<file path="src/rtl/pst_pkg.sv">
// Package for the parenthesis reorder checker: character codes, command word
// type, back-end state encoding and default sizes.
// No dependencies.
package pst_pkg;

	// Default sizes
	localparam int unsigned STACK_DEPTH_DEF = 64;
	localparam int unsigned OUT_DEPTH_DEF   = 63;
	localparam int unsigned QUEUE_DEPTH     = 2;

	// Character codes
	localparam logic [7:0] CH_OPEN  = 8'h28;
	localparam logic [7:0] CH_CLOSE = 8'h29;
	localparam logic [7:0] CH_FLUSH = 8'h23;
	localparam logic [7:0] CH_BANG  = 8'h21;
	localparam logic [7:0] CH_ZERO  = 8'h30;

	// Classified command
	typedef enum logic [1:0] {
		OP_OPEN,
		OP_CLOSE,
		OP_FLUSH,
		OP_CHAR
	} op_t;

	typedef struct packed {
		op_t        op;
		logic [7:0] ch;
	} cmd_t;

	// Back-end sequencer states
	typedef enum logic [1:0] {
		ST_IDLE,
		ST_POP,
		ST_VERD,
		ST_DRAIN
	} bk_state_t;

	// Map a character to its command (bang is filtered before this)
	function automatic op_t classify(input logic [7:0] c);
		op_t op;
		case (c)
			CH_OPEN:  op = OP_OPEN;
			CH_CLOSE: op = OP_CLOSE;
			CH_FLUSH: op = OP_FLUSH;
			default:  op = OP_CHAR;
		endcase
		return op;
	endfunction

endpackage

</file>
<file path="src/rtl/pst_if.sv">


interface pst_out_if;
	logic       valid;
	logic       ready;
	logic       is_verdict;
	logic       verdict_ok;
	logic [7:0] char_out;
	logic       last;

	modport source (output valid, output is_verdict, output verdict_ok,
		output char_out, output last, input ready);
	modport sink   (input valid, input is_verdict, input verdict_ok,
		input char_out, input last, output ready);
endinterface

</file>
<file path="src/rtl/pst_back.sv">
// Back end: executes commands against the character stack and output buffer,
// emits verdict and buffered characters through an output register.
// Depends on pst_pkg and pst_if.
module pst_back #(
	parameter int unsigned STACK_DEPTH = pst_pkg::STACK_DEPTH_DEF,
	parameter int unsigned OUT_DEPTH   = pst_pkg::OUT_DEPTH_DEF
) (
	input  logic          clk,
	input  logic          arst_n,
	input  logic          cmd_valid,
	output logic          cmd_ready,
	input  pst_pkg::cmd_t cmd,
	pst_out_if.source     out_word
);
	import pst_pkg::*;

	localparam int SP_W = $clog2(STACK_DEPTH + 1);
	localparam int AW   = $clog2(STACK_DEPTH);
	localparam int CNT_W = $clog2(OUT_DEPTH + 1);
	localparam int OAW  = (OUT_DEPTH > 1) ? $clog2(OUT_DEPTH) : 1;

	bk_state_t state_q, state_d;
	logic [SP_W-1:0]  sp_q, sp_d, sp_m1;
	logic [CNT_W-1:0] cnt_q, cnt_d;
	logic [CNT_W-1:0] idx_q, idx_d, idx_p1;
	logic             err_q, err_d;
	logic             st_full, ob_full, slot_free;

	// Stack memory ports
	logic [7:0]    stack_mem [STACK_DEPTH];
	logic          st_we, st_re;
	logic [AW-1:0] st_waddr, st_raddr;
	logic [7:0]    st_wdata, st_rdata_q;

	// Output buffer memory ports
	logic [7:0]     obuf_mem [OUT_DEPTH];
	logic           ob_we, ob_re;
	logic [OAW-1:0] ob_waddr, ob_raddr;
	logic [7:0]     ob_wdata, ob_rdata_q;

	// Output register
	logic       ov_q, o_verd_q, o_ok_q, o_last_q;
	logic [7:0] o_ch_q;
	logic       ld, ld_verd, ld_ok, ld_last;
	logic [7:0] ld_ch;

	assign sp_m1     = sp_q - 1'b1;
	assign idx_p1    = idx_q + 1'b1;
	assign st_full   = (sp_q == SP_W'(STACK_DEPTH));
	assign ob_full   = (cnt_q == CNT_W'(OUT_DEPTH));
	assign slot_free = !ov_q || out_word.ready;

	// Sequencer: next state, memory controls and result load
	always_comb begin
		state_d   = state_q;
		sp_d      = sp_q;
		cnt_d     = cnt_q;
		idx_d     = idx_q;
		err_d     = err_q;
		cmd_ready = 1'b0;
		st_we     = 1'b0;
		st_waddr  = sp_q[AW-1:0];
		st_wdata  = cmd.ch;
		st_re     = 1'b0;
		st_raddr  = sp_m1[AW-1:0];
		ob_we     = 1'b0;
		ob_waddr  = cnt_q[OAW-1:0];
		ob_wdata  = cmd.ch;
		ob_re     = 1'b0;
		ob_raddr  = '0;
		ld        = 1'b0;
		ld_verd   = 1'b0;
		ld_ok     = 1'b0;
		ld_ch     = 8'h00;
		ld_last   = 1'b0;
		case (state_q)
			ST_IDLE: begin
				cmd_ready = 1'b1;
				if (cmd_valid) begin
					case (cmd.op)
						OP_FLUSH: begin
							state_d = ST_VERD;
						end
						OP_OPEN: begin
							if (!err_q) begin
								if (st_full) begin
									err_d = 1'b1;
								end else begin
									st_we = 1'b1;
									sp_d  = sp_q + 1'b1;
								end
							end
						end
						OP_CHAR: begin
							if (!err_q) begin
								if (sp_q == '0) begin
									// outside parentheses: straight to buffer
									if (ob_full) begin
										err_d = 1'b1;
									end else begin
										ob_we = 1'b1;
										cnt_d = cnt_q + 1'b1;
									end
								end else if (st_full) begin
									err_d = 1'b1;
								end else begin
									st_we = 1'b1;
									sp_d  = sp_q + 1'b1;
								end
							end
						end
						OP_CLOSE: begin
							if (!err_q) begin
								if (sp_q == '0) begin
									err_d = 1'b1;
								end else begin
									st_re   = 1'b1;
									sp_d    = sp_m1;
									state_d = ST_POP;
								end
							end
						end
						default: begin
						end
					endcase
				end
			end
			ST_POP: begin
				// popped entry is in st_rdata_q
				if (st_rdata_q == CH_OPEN) begin
					state_d = ST_IDLE;
				end else begin
					if (st_rdata_q != CH_ZERO) begin
						ob_wdata = st_rdata_q;
						if (ob_full) begin
							err_d = 1'b1;
						end else begin
							ob_we = 1'b1;
							cnt_d = cnt_q + 1'b1;
						end
					end
					if (sp_q == '0) begin
						state_d = ST_IDLE;
					end else begin
						st_re = 1'b1;
						sp_d  = sp_m1;
					end
				end
			end
			ST_VERD: begin
				if (slot_free) begin
					ld      = 1'b1;
					ld_verd = 1'b1;
					ld_ok   = (sp_q == '0) && !err_q;
					ld_last = (cnt_q == '0);
					if (cnt_q == '0) begin
						sp_d    = '0;
						err_d   = 1'b0;
						state_d = ST_IDLE;
					end else begin
						ob_re   = 1'b1;
						ob_raddr = '0;
						idx_d   = '0;
						state_d = ST_DRAIN;
					end
				end
			end
			ST_DRAIN: begin
				if (slot_free) begin
					ld      = 1'b1;
					ld_ch   = ob_rdata_q;
					ld_last = (idx_p1 == cnt_q);
					if (idx_p1 == cnt_q) begin
						sp_d    = '0;
						cnt_d   = '0;
						err_d   = 1'b0;
						state_d = ST_IDLE;
					end else begin
						ob_re    = 1'b1;
						ob_raddr = idx_p1[OAW-1:0];
						idx_d    = idx_p1;
					end
				end
			end
			default: begin
				state_d = ST_IDLE;
			end
		endcase
	end

	// Control registers
	always_ff @(posedge clk or negedge arst_n) begin
		if (!arst_n) begin
			state_q <= ST_IDLE;
			sp_q    <= '0;
			cnt_q   <= '0;
			idx_q   <= '0;
			err_q   <= 1'b0;
		end else begin
			state_q <= state_d;
			sp_q    <= sp_d;
			cnt_q   <= cnt_d;
			idx_q   <= idx_d;
			err_q   <= err_d;
		end
	end

	// Stack memory
	always_ff @(posedge clk) begin
		if (st_we) begin
			stack_mem[st_waddr] <= st_wdata;
		end
		if (st_re) begin
			st_rdata_q <= stack_mem[st_raddr];
		end
	end

	// Output buffer memory
	always_ff @(posedge clk) begin
		if (ob_we) begin
			obuf_mem[ob_waddr] <= ob_wdata;
		end
		if (ob_re) begin
			ob_rdata_q <= obuf_mem[ob_raddr];
		end
	end

	// Result register valid
	always_ff @(posedge clk or negedge arst_n) begin
		if (!arst_n) begin
			ov_q <= 1'b0;
		end else if (ld) begin
			ov_q <= 1'b1;
		end else if (out_word.ready) begin
			ov_q <= 1'b0;
		end
	end

	// Result register payload
	always_ff @(posedge clk) begin
		if (ld) begin
			o_verd_q <= ld_verd;
			o_ok_q   <= ld_ok;
			o_ch_q   <= ld_ch;
			o_last_q <= ld_last;
		end
	end

	assign out_word.valid      = ov_q;
	assign out_word.is_verdict = o_verd_q;
	assign out_word.verdict_ok = o_ok_q;
	assign out_word.char_out   = o_ch_q;
	assign out_word.last       = o_last_q;

endmodule

</file>
<file path="src/flat_wrapper.sv">
// flat-port wrapper written by rule: the top's interface ports become plain ports
module pst_back_flat import pst_pkg::*;
#(
	parameter int unsigned STACK_DEPTH = pst_pkg::STACK_DEPTH_DEF,
	parameter int unsigned OUT_DEPTH   = pst_pkg::OUT_DEPTH_DEF
)
  (clk, arst_n, cmd_valid, cmd_ready, cmd, out_word_valid, out_word_is_verdict, out_word_verdict_ok, out_word_char_out, out_word_last, out_word_ready);
  pst_out_if out_word_i ();
  input  logic clk;
  input  logic arst_n;
  input  logic cmd_valid;
  output logic cmd_ready;
  input  pst_pkg::cmd_t cmd;
  output wire logic [$bits(out_word_i.valid)-1:0] out_word_valid;
  output wire logic [$bits(out_word_i.is_verdict)-1:0] out_word_is_verdict;
  output wire logic [$bits(out_word_i.verdict_ok)-1:0] out_word_verdict_ok;
  output wire logic [$bits(out_word_i.char_out)-1:0] out_word_char_out;
  output wire logic [$bits(out_word_i.last)-1:0] out_word_last;
  input wire logic [$bits(out_word_i.ready)-1:0] out_word_ready;
  assign out_word_valid = out_word_i.valid;
  assign out_word_is_verdict = out_word_i.is_verdict;
  assign out_word_verdict_ok = out_word_i.verdict_ok;
  assign out_word_char_out = out_word_i.char_out;
  assign out_word_last = out_word_i.last;
  assign out_word_i.ready = out_word_ready;
  pst_back #(.STACK_DEPTH(STACK_DEPTH), .OUT_DEPTH(OUT_DEPTH)) u_core (.clk(clk), .arst_n(arst_n), .cmd_valid(cmd_valid), .cmd_ready(cmd_ready), .cmd(cmd), .out_word(out_word_i));
endmodule
</file>
<file path="config.mk">
export PLATFORM = sky130hd
export DESIGN_NAME = pst_back_flat
export DESIGN_NICKNAME = d
export VERILOG_FILES = /design/src/rtl/pst_pkg.sv /design/src/rtl/pst_if.sv /design/src/rtl/pst_back.sv /design/src/flat_wrapper.sv
export SDC_FILE = /design/constraint.sdc
export NUM_CORES = 1
export LEC_CHECK = 0
export BUFFER_PORTS_ARGS = -buffer_cell sky130_fd_sc_hd__buf_2
export CAP_MARGIN = 10
export CELL_PAD_IN_SITES_DETAIL_PLACEMENT = 2
export CELL_PAD_IN_SITES_GLOBAL_PLACEMENT = 2
export CORE_MARGIN = 1
export CORE_UTILIZATION = 49
export DETAILED_ROUTE_END_ITERATION = 6
export PLACE_DENSITY_LB_ADDON = 0.1
export RECOVER_POWER = 50
export SETUP_SLACK_MARGIN = 0.5
export SLEW_MARGIN = 20
export SYNTH_ARGS = -nofsm -noshare
export SYNTH_HDL_FRONTEND = slang
export SYNTH_SLANG_ARGS = --single-unit
</file>
<file path="constraint.sdc">
create_clock -name clk -period 5.1 [get_ports clk]
set_input_delay 1.02 -clock clk [delete_from_list [all_inputs] [get_ports clk]]
set_output_delay 1.02 -clock clk [all_outputs]
set_load 0.03 [all_outputs]
</file>
==> results.md, run 1 <==
- The flow ran to the end, but the final reports show violations.
- The checks that failed: design-rule violations, max-capacitance violations, max-slew violations.
- The worst path needs 4992 ps of the cycle, external delays included.
- By count the netlist is led by sky130_fd_sc_hd__edfxtp_1 (1043), sky130_fd_sc_hd__nor2_1 (205), sky130_fd_sc_hd__mux4_2 (175).
- Summed over its instances, the top area cell type makes up between 70 and 80% of the synthesized netlist area.
- The chip width is ~300 um.
- In the routed layout, each cell is associated on average with a via count of 6.730.
- For this run, the number of Yosys warnings is 0.
- For this run, design rule violations remaining after detail routing come to 1.
- The net switching power of the design is approximately 9.2 mW.
- Of the total power, the clock network draws between 20% and 30%.
- Hold timing on the final database bottoms out at a slack of roughly 570 ps.
- The floorplan step defined a core boundary enclosing 85550 um2.
- The type of element capturing the critical path is a flop.
- In this run the register-to-register setup slack is 110 ps.
- VDD sags by at most a little over 0.001 V.
- Following the worst setup path forward leads to its endpoint at u_core.ob_rdata_q[2].
- The first global-routing pass estimated around 200000 um of wire.
- The wire length per cell after detailed routing is between 30 and 40 um.
- The maximum fanout count along the critical path is 21.
- The most used flip-flop cell after synthesis is sky130_fd_sc_hd__edfxtp_1.
- The worst slew margin relative to its limit is -142.7%.
- The combinational share of power is 31.2%.
- Sequential cells were found to cover 74.93% of the synthesized design area.
- The placed instance count is around 3500.
- The sink count of the clock tree is 1066.
- Max-cap violations in this run came to 16.
- The global-route congestion overflow total is 0.
- The initialized floorplan defines around 110 standard-cell rows.
- The fraction of final layout cells with drive strength greater than 1 is 19.89%.
- Along the worst hold path, the cell count comes to 2.
- The number of distinct standard cells referenced by the synthesized netlist is 72.
- The number of nets in the final layout is roughly 2500.
- Of the total power, the share spent switching nets is around 34%.
- Summed over all instances, the cell type with the most area after synthesis is sky130_fd_sc_hd__edfxtp_1.
- The number of flops mapped to enable cells by yosys is between 1000 and 1500.
- By area the synthesized netlist is led by sky130_fd_sc_hd__edfxtp_1 (74%), sky130_fd_sc_hd__mux4_2 (9.3%), sky130_fd_sc_hd__nor2_1 (1.8%), sky130_fd_sc_hd__mux2i_1 (1.7%), sky130_fd_sc_hd__dfrtp_1 (1.4%).
- Routability-driven placement finished with a final weighted congestion of 0.8899.
- The power per cell area is 561.3 nW/um2.
- The startpoint type of the worst setup path is a flop.
- The source-to-sink clock delay at the later pin of the worst-skew pair is 710 ps.
- The data arrival time of the worst path is 5420 ps.
- In this run the remaining antenna-violating nets after routing total 0.
- The max-slew violation count came to approximately 870.
- The die outline height is between 200 and 300 um.
- The worst setup path category is flop to flop.
- The number of global-route vias before repair is about 27000.
- The average instance in the mapped netlist occupies between 15 and 20 um2.
- The final number of setup-violating endpoints is 0.
- The wire-length estimate of the detail-placed layout is 88350 um.
- The final number of hold-violating endpoints was 0.
- The endpoint of the worst register-to-register path is u_core.ob_rdata_q[2].
- The share of the clock period used by the worst path after layout is a little over nine tenths.
- The synthesis-to-finish area growth is 12.99%.
- Across the whole layout, storage elements account for about 32000 um2.
- The detailed router finished its first iteration with between 2000 and 3000 violations.
- The sequential fraction of design power is between 30% and 40%.
- The most common cell in the synthesized netlist is sky130_fd_sc_hd__edfxtp_1.
- The final clock skew is about 37 ps.
- The worst register-to-register path has a depth of 9.
- The post-synth design cell area is approximately 43000 um2.
- The clock slew seen by the registers of the worst setup and hold paths is roughly 70 ps.
- The launch point of the worst path is u_core.state_q[1].
- The area of the multi-input gates is a little over 10000 um2.
- After filler insertion, the fill cell instance count of the layout stands at just over 7000.
- The largest net degree at the start of global routing is between 100 and 150.
- In the synthesized netlist the async set-or-reset flop fraction comes to 2.158%.
- The number of iterations in the first detailed-routing pass is 7.
- TritonCTS built the clock tree.
- Buffers inserted to repair hold after CTS numbered 0.
- Wires add up to 142400 um.
- The number of standard cells in the final layout excluding fillers is 3724.
- The path class of the tightest hold or removal check is flop to flop.
- For the pin with the worst max-slew slack, the measured transition is 3641 ps.
- In this run the tool buffered the top-level ports with 26 buffer cells.
- Setup total negative slack on the finished layout was measured at 0 ps.
- The highest clock rate is approximately 0.2 GHz.
- The total nets after synthesis is approximately 2400.
- The initial utilization of the core area, before any placement, comes to around half.
- The number of antenna violations at the first check in global routing is 3.
- The flop and latch count out of synthesis is between 1000 and 1500.
- The worst register-to-register path begins at u_core.state_q[1].
- Counting every instance in the synthesized netlist gives around 2400.
- The number of H-tree levels is 3.
- Detailed routing inserted a total of between 20000 and 30000 vias.
- For this run, the total global-route usage over all layers was measured as between 30% and 40%.
- The analysis attributes to cell leakage a power of 15.07 nW.
- In this run the count of I/O pins placed on the die edge is 27.
- No sink is reached through more buffers than the 3 on the longest clock path.
- Setup repair after global routing could not meet its margin everywhere.
- The internal portion of total power is 17.82 mW.
- Buffers inserted during clock tree synthesis total about 110.
- The master cell of the clock root buffer is sky130_fd_sc_hd__clkbuf_16.
- Data on the critical path is required at its endpoint by roughly 5500 ps.
- The die covers approximately 88000 um2.
==> layer usage <==
layer | track usage [%] | vias up | part of all wire, %
li1 | - | 9923 | -
met2 | 54.96 | 1355 | 50
met1 | 40.24 | 13373 | 37
met3 | 5.120 | 409 | 6.8
met4 | 17.44 | 4 | 6.1
met5 | 0 | - | 0.016
==> cell families after synthesis <==
group           Yosys count  share of synthesized area (%)
fa+ha+maj                 9                         0.2645
simple gates            439                          4.826
buf+inv                 162                          1.619
compound gates          398                          6.725
xor+xnor                 24                         0.5290
mux                     253                          11.11
flops                  1066                          74.93
==> timing repair <==
| item | 4_1_cts | 5_1_grt |
|---|---|---|
| gates cloned | 0 | 1 |
| pin swaps | 0 | 2 |
| setup endpoints to repair | 5 | 44 |
| hold endpoints to repair | 0 | 0 |
| resized for setup | 3 | 3 |
| setup buffers | 0 | 2 |
==> power by group through the flow <==
stage | clock [mW] | combinational [mW] | sequential, mW
final | 7.88 | 8.43 | 10.7
after global routing | 8.21 | 8.67 | 10.7
after CTS | 7.95 | 8.39 | 10.6
after detailed placement | 0 | 8.24 | 10.8
after global placement | 0 | 7.93 | 10.8
after floorplan | 0 | 5.00 | 10.8
==> sequential cells by signal, summed over array words and instances (netlist names) <==
name and cells:
u_core.err_q 1, u_core.obuf_mem 504, u_core.idx_q 6, u_core.out_word.is_verdict 1
u_core.out_word.char_out 8, u_core.cnt_q 6, u_core.sp_q 7, u_core.out_word.last 1
u_core.st_rdata_q 8, u_core.state_q 2, u_core.ob_rdata_q 8, u_core.out_word.valid 1
u_core.stack_mem 512, u_core.out_word.verdict_ok 1
==> worst min-delay path by stage <==
stage | start | to
after detailed placement | u_core.idx_q[1] | u_core.idx_q[1]
after floorplan | u_core.idx_q[1] | u_core.idx_q[1]
after global routing | u_core.idx_q[1] | u_core.idx_q[1]
after CTS | arst_n | u_core.sp_q[6]
final | u_core.idx_q[1] | u_core.idx_q[1]
after global placement | u_core.idx_q[1] | u_core.idx_q[1]
==> stage by stage <==
stage | instance area (um2) | power, mW | setup slack (ps) | util [%]
detailed placement | 44750 | 19.05 | 374.8 | 52.31
CTS | 48170 | 26.99 | 559.9 | 56.31
global route | 48100 | 27.58 | 197.4 | 56.23
finish | 48100 | 27.00 | 107.6 | 56.23
floorplan | 42570 | 15.76 | 583.4 | -
global placement | 44740 | 18.71 | 649.2 | 52.30
==> worst max-delay path, cell delays in order, from the launching register on <==
cell	delay [ps]
sky130_fd_sc_hd__dfrtp_1	350
sky130_fd_sc_hd__clkbuf_1	720
sky130_fd_sc_hd__inv_1	400
sky130_fd_sc_hd__nor3_1	340
sky130_fd_sc_hd__buf_4	370
sky130_fd_sc_hd__nand2_1	380
sky130_fd_sc_hd__a21oi_1	1000
sky130_fd_sc_hd__nor2_1	340
sky130_fd_sc_hd__o211a_1	260
sky130_fd_sc_hd__or4_1	520
==> final cells by class <==
class	instances	area share [%]
repair buffers	168	2.354
inverters	27	0.2185
flip-flops and latches	1066	66.33
diodes	1	0.005203
clock inverters	49	0.9937
clock buffers	145	6.097
well taps	1144	2.976
repair inverters	1	0.01041
multi-input cells	1123	21.02
==> placed cells by master, fill, tap and decap left out, types with 28 or more instances in the layout <==
master	n
sky130_fd_sc_hd__a211oi_1	35
sky130_fd_sc_hd__buf_4	121
sky130_fd_sc_hd__clkbuf_16	109
sky130_fd_sc_hd__nand2_1	67
sky130_fd_sc_hd__nor2_1	205
sky130_fd_sc_hd__o221ai_1	35
sky130_fd_sc_hd__edfxtp_1	1043
sky130_fd_sc_hd__o21ai_0	73
sky130_fd_sc_hd__a21oi_1	48
sky130_fd_sc_hd__o22ai_1	50
sky130_fd_sc_hd__mux2i_1	72
sky130_fd_sc_hd__nand3_1	28
sky130_fd_sc_hd__clkbuf_1	62
sky130_fd_sc_hd__mux4_2	175
(Power assumes the default switching activity.)
==> run 2: changes to the inputs <==
--- a/config.mk
+++ b/config.mk
@@ -10,7 +10,7 @@
 export CELL_PAD_IN_SITES_DETAIL_PLACEMENT = 2
 export CELL_PAD_IN_SITES_GLOBAL_PLACEMENT = 2
 export CORE_MARGIN = 1
-export CORE_UTILIZATION = 49
+export CORE_UTILIZATION = 30
 export DETAILED_ROUTE_END_ITERATION = 6
 export PLACE_DENSITY_LB_ADDON = 0.1
 export RECOVER_POWER = 50
==> constraint.sdc (replaced) <==
create_clock -name clk -period 5.1 [get_ports clk]
set_input_delay 0.51 -clock clk [delete_from_list [all_inputs] [get_ports clk]]
set_output_delay 0.51 -clock clk [all_outputs]
set_load 0.03 [all_outputs]
==> results.md, run 2 (same netlist as run 1, synthesis figures left out) <==
- Summed over all layers, the routed wires come to roughly 140000 um.
- Including well taps, the total number of placed cells is about 4200.
- The global-route congestion overflow total is 0.
- The clock passes through at most 3 buffers.
- The detailed-placement wirelength estimate is 89020 um.
- After floorplanning, the core was divided into 137 placement rows.
- The sink count of the clock tree is ~1100.
- The post-route netlist has 19.68% of its cells at a drive strength greater than 1.
- In this run, the number of DRC markers left after iteration 0 of detailed routing was ~2000.
- The worst register-to-register path has a depth of 9.
- The worst slew margin relative to its limit is -121.3%.
- The post-route setup TNS is 0 ps.
- The maximum fanout count along the critical path is 26.
- The required time at the worst-slack endpoint is between 5000 and 6000 ps.
- The number of antenna violations at the first check in global routing was 7.
- The average vias per placed instance is 5.182.
- The H-tree generated during clock tree synthesis spans 3 levels.
- The wire length per cell after detailed routing is 30.38 um.
- The worst setup path category is flop to flop.
- The data arrival time of the worst path is 5010 ps.
- The final clock skew is between 50 and 60 ps.
- The largest registers in the layout are u_core.stack_mem: 512 flops, u_core.obuf_mem: 504 flops.
- The library cell used most frequently in the layout, excluding fill and tap cells, is sky130_fd_sc_hd__edfxtp_1.
- The core region area is 140200 um2.
- The endpoint identified for the worst register-to-register timing path is u_core.ob_rdata_q[2].
- The number of global-route vias before repair was approximately 25000.
- From synthesis to final layout, the design area changed by 15.45%.
- The routed layout has around 23000 vias.
- Dividing total power by cell area gives a power density of approximately 560 nW/um2.
- Dividing the final minimum period by the clock period gives roughly nine tenths.
- At the end of routability-driven placement, the weighted congestion stood at about 0.84.
- The master cell of the clock root buffer is sky130_fd_sc_hd__clkbuf_16.
- The minimum setup slack in the final design is roughly 560 ps.
- The first global-routing pass estimated 193700 um of wire.
- The startpoint identified for the worst register-to-register timing path is u_core.idx_q[0].
- The worst ir drop on vdd is approximately 0.00036 V.
- The register with the most flip-flops in the layout has 512 of them.
- The die covers around 140000 um2.
- The starting density of the core is between 30% and 40%.
- The worst hold path was traced through 4 stages.
- The register-to-register path setup slack is roughly 560 ps.
- The final routed DRC violation total is 0.
- Measured along the y axis, the die boundary spans 378.7 um.
- The worst setup timing slack at the placement stage is around 280 ps.
- The final number of hold-violating endpoints is 0.
- The pre-antenna-repair detailed-routing pass consisted of 5 iterations.
- Summing all placed instances gives a cell area of 45480 um2.
- The final reports fail on max-capacitance violations, max-slew violations.
- Clock-pin slew was measured on the worst setup and hold paths at 60 ps.
- The tool flagged a number of max-cap violations equal to 14.
- The max-slew violation count is 801.
- In the layout the commonest cells are sky130_fd_sc_hd__edfxtp_1 (1043), sky130_fd_sc_hd__nor2_1 (203), sky130_fd_sc_hd__mux4_2 (175).
- The number of clock buffers added by TritonCTS is about 120.
- The worst hold path begins at out_word_ready.
- The type of the worst min-delay path is input pin to flop.
- Timing would allow up to around 0.22 GHz.
- The clock period could shrink to 4545 ps.
- The worst-margin pin slew is approximately 3300 ps.
- For hold timing, the worst endpoint is u_core.out_word.valid.
- The CTS tree is built.
- After the last flow step, the layout net total stands at 2500.
- The chip width is 378.7 um.
- The I/O pin total is 27.
- Summed over all cells, the static leakage comes to approximately 15 nW.
- The startpoint type of the worst setup path is a flop.
- Setup repair after global routing could not meet its margin everywhere.
- The largest net degree at the start of global routing is between 90 and 100.
- Port buffering added 26 buffers.
- The number of standard cells in the final layout excluding fillers is roughly 4500.
- The total routing usage reported by global routing is approximately a fifth.
- More flip-flops sit in one register than any other, and that register is u_core.stack_mem.
- The final number of setup-violating endpoints is 0.
- The type of element capturing the critical path is a flop.
- The finished layout cell area is just under 50000 um2.
- The run finished, with violations left.
- The count of nets left with antenna violations once routing finished came out at 0.
- For the worst-skew pair, the clock arrives at the later sink with an insertion delay of 750 ps.
-- run 2: changes by cell type in the layout (fill, tap and decap cells not counted), sizes merged --
cell,delta
inv,+2
clkinv,+20
dlygate4sd3,+1
buf,-30
clkbuf,+3
diode,+2
clkinvlp,+1
-- run 2: timing repair --
item                                   4_1_cts  5_1_grt
hold buffers                                 1        0
buffers inserted                             0        4
setup endpoints to repair                    5        7
endpoints found under the hold margin       23        0
gates resized for setup                      4        5
-- run 2: metal layers --
metal	vias to the layer above	routed length [um]	track usage (%)
met5	-	33	0
met1	12607	66500	28.55
li1	9890	-	-
met4	4	2197	4.408
met2	444	60960	29.07
met3	143	5639	2.746
-- run 2: area by class of cell --
cell class | instances | area, um2
clock buffers | 146 | 3058
repair buffers | 141 | 965.9
well taps | 1876 | 2347
multi-input cells | 1123 | 10130
inverters | 27 | 105.1
diodes | 3 | 7.507
flip-flops and latches | 1066 | 31900
fillers | 13806 | 91070
clock inverters | 73 | 625.6
-- run 2: worst max path at each step --
stage | slack, ps | start | cells past startpoint | endpoint
finish | 560 | u_core.idx_q[0] | 9 | u_core.ob_rdata_q[2]
global route | 280 | cmd[4] | 5 | u_core.obuf_mem[0][4]
CTS | 460 | u_core.idx_q[0] | 10 | u_core.ob_rdata_q[5]
detailed placement | 280 | u_core.idx_q[0] | 9 | u_core.ob_rdata_q[2]
global placement | 520 | u_core.idx_q[0] | 10 | u_core.ob_rdata_q[0]
floorplan | 580 | u_core.state_q[0] | 5 | u_core.obuf_mem[0][4]
-- run 2: worst max-delay path: stages, from the launching register on --
cell                       delay (ps)
sky130_fd_sc_hd__dfrtp_4          690
sky130_fd_sc_hd__ha_4             230
sky130_fd_sc_hd__xor3_1           440
sky130_fd_sc_hd__nor3_2           330
sky130_fd_sc_hd__a31oi_2          400
sky130_fd_sc_hd__or3_2            580
sky130_fd_sc_hd__o2111a_1         170
sky130_fd_sc_hd__o41ai_2          620
sky130_fd_sc_hd__o221ai_1         310
sky130_fd_sc_hd__or4_1            470
-- run 2: metrics by stage --
stage	util, %	power, mW	hold WS (ps)
2_1_floorplan	-	15.76	214.4
3_3_place_gp	32.43	19.39	563.3
3_5_place_dp	32.43	19.51	536.3
4_1_cts	35.09	27.82	95.97
5_1_grt	35.05	28.47	255.8
6_report	35.05	27.36	233.3
-- run 2: power by group --
group	switching [mW]	internal (mW)
registers	0.255	10.5
clock network	3.60	4.61
logic	5.34	3.09
total	9.19	18.2
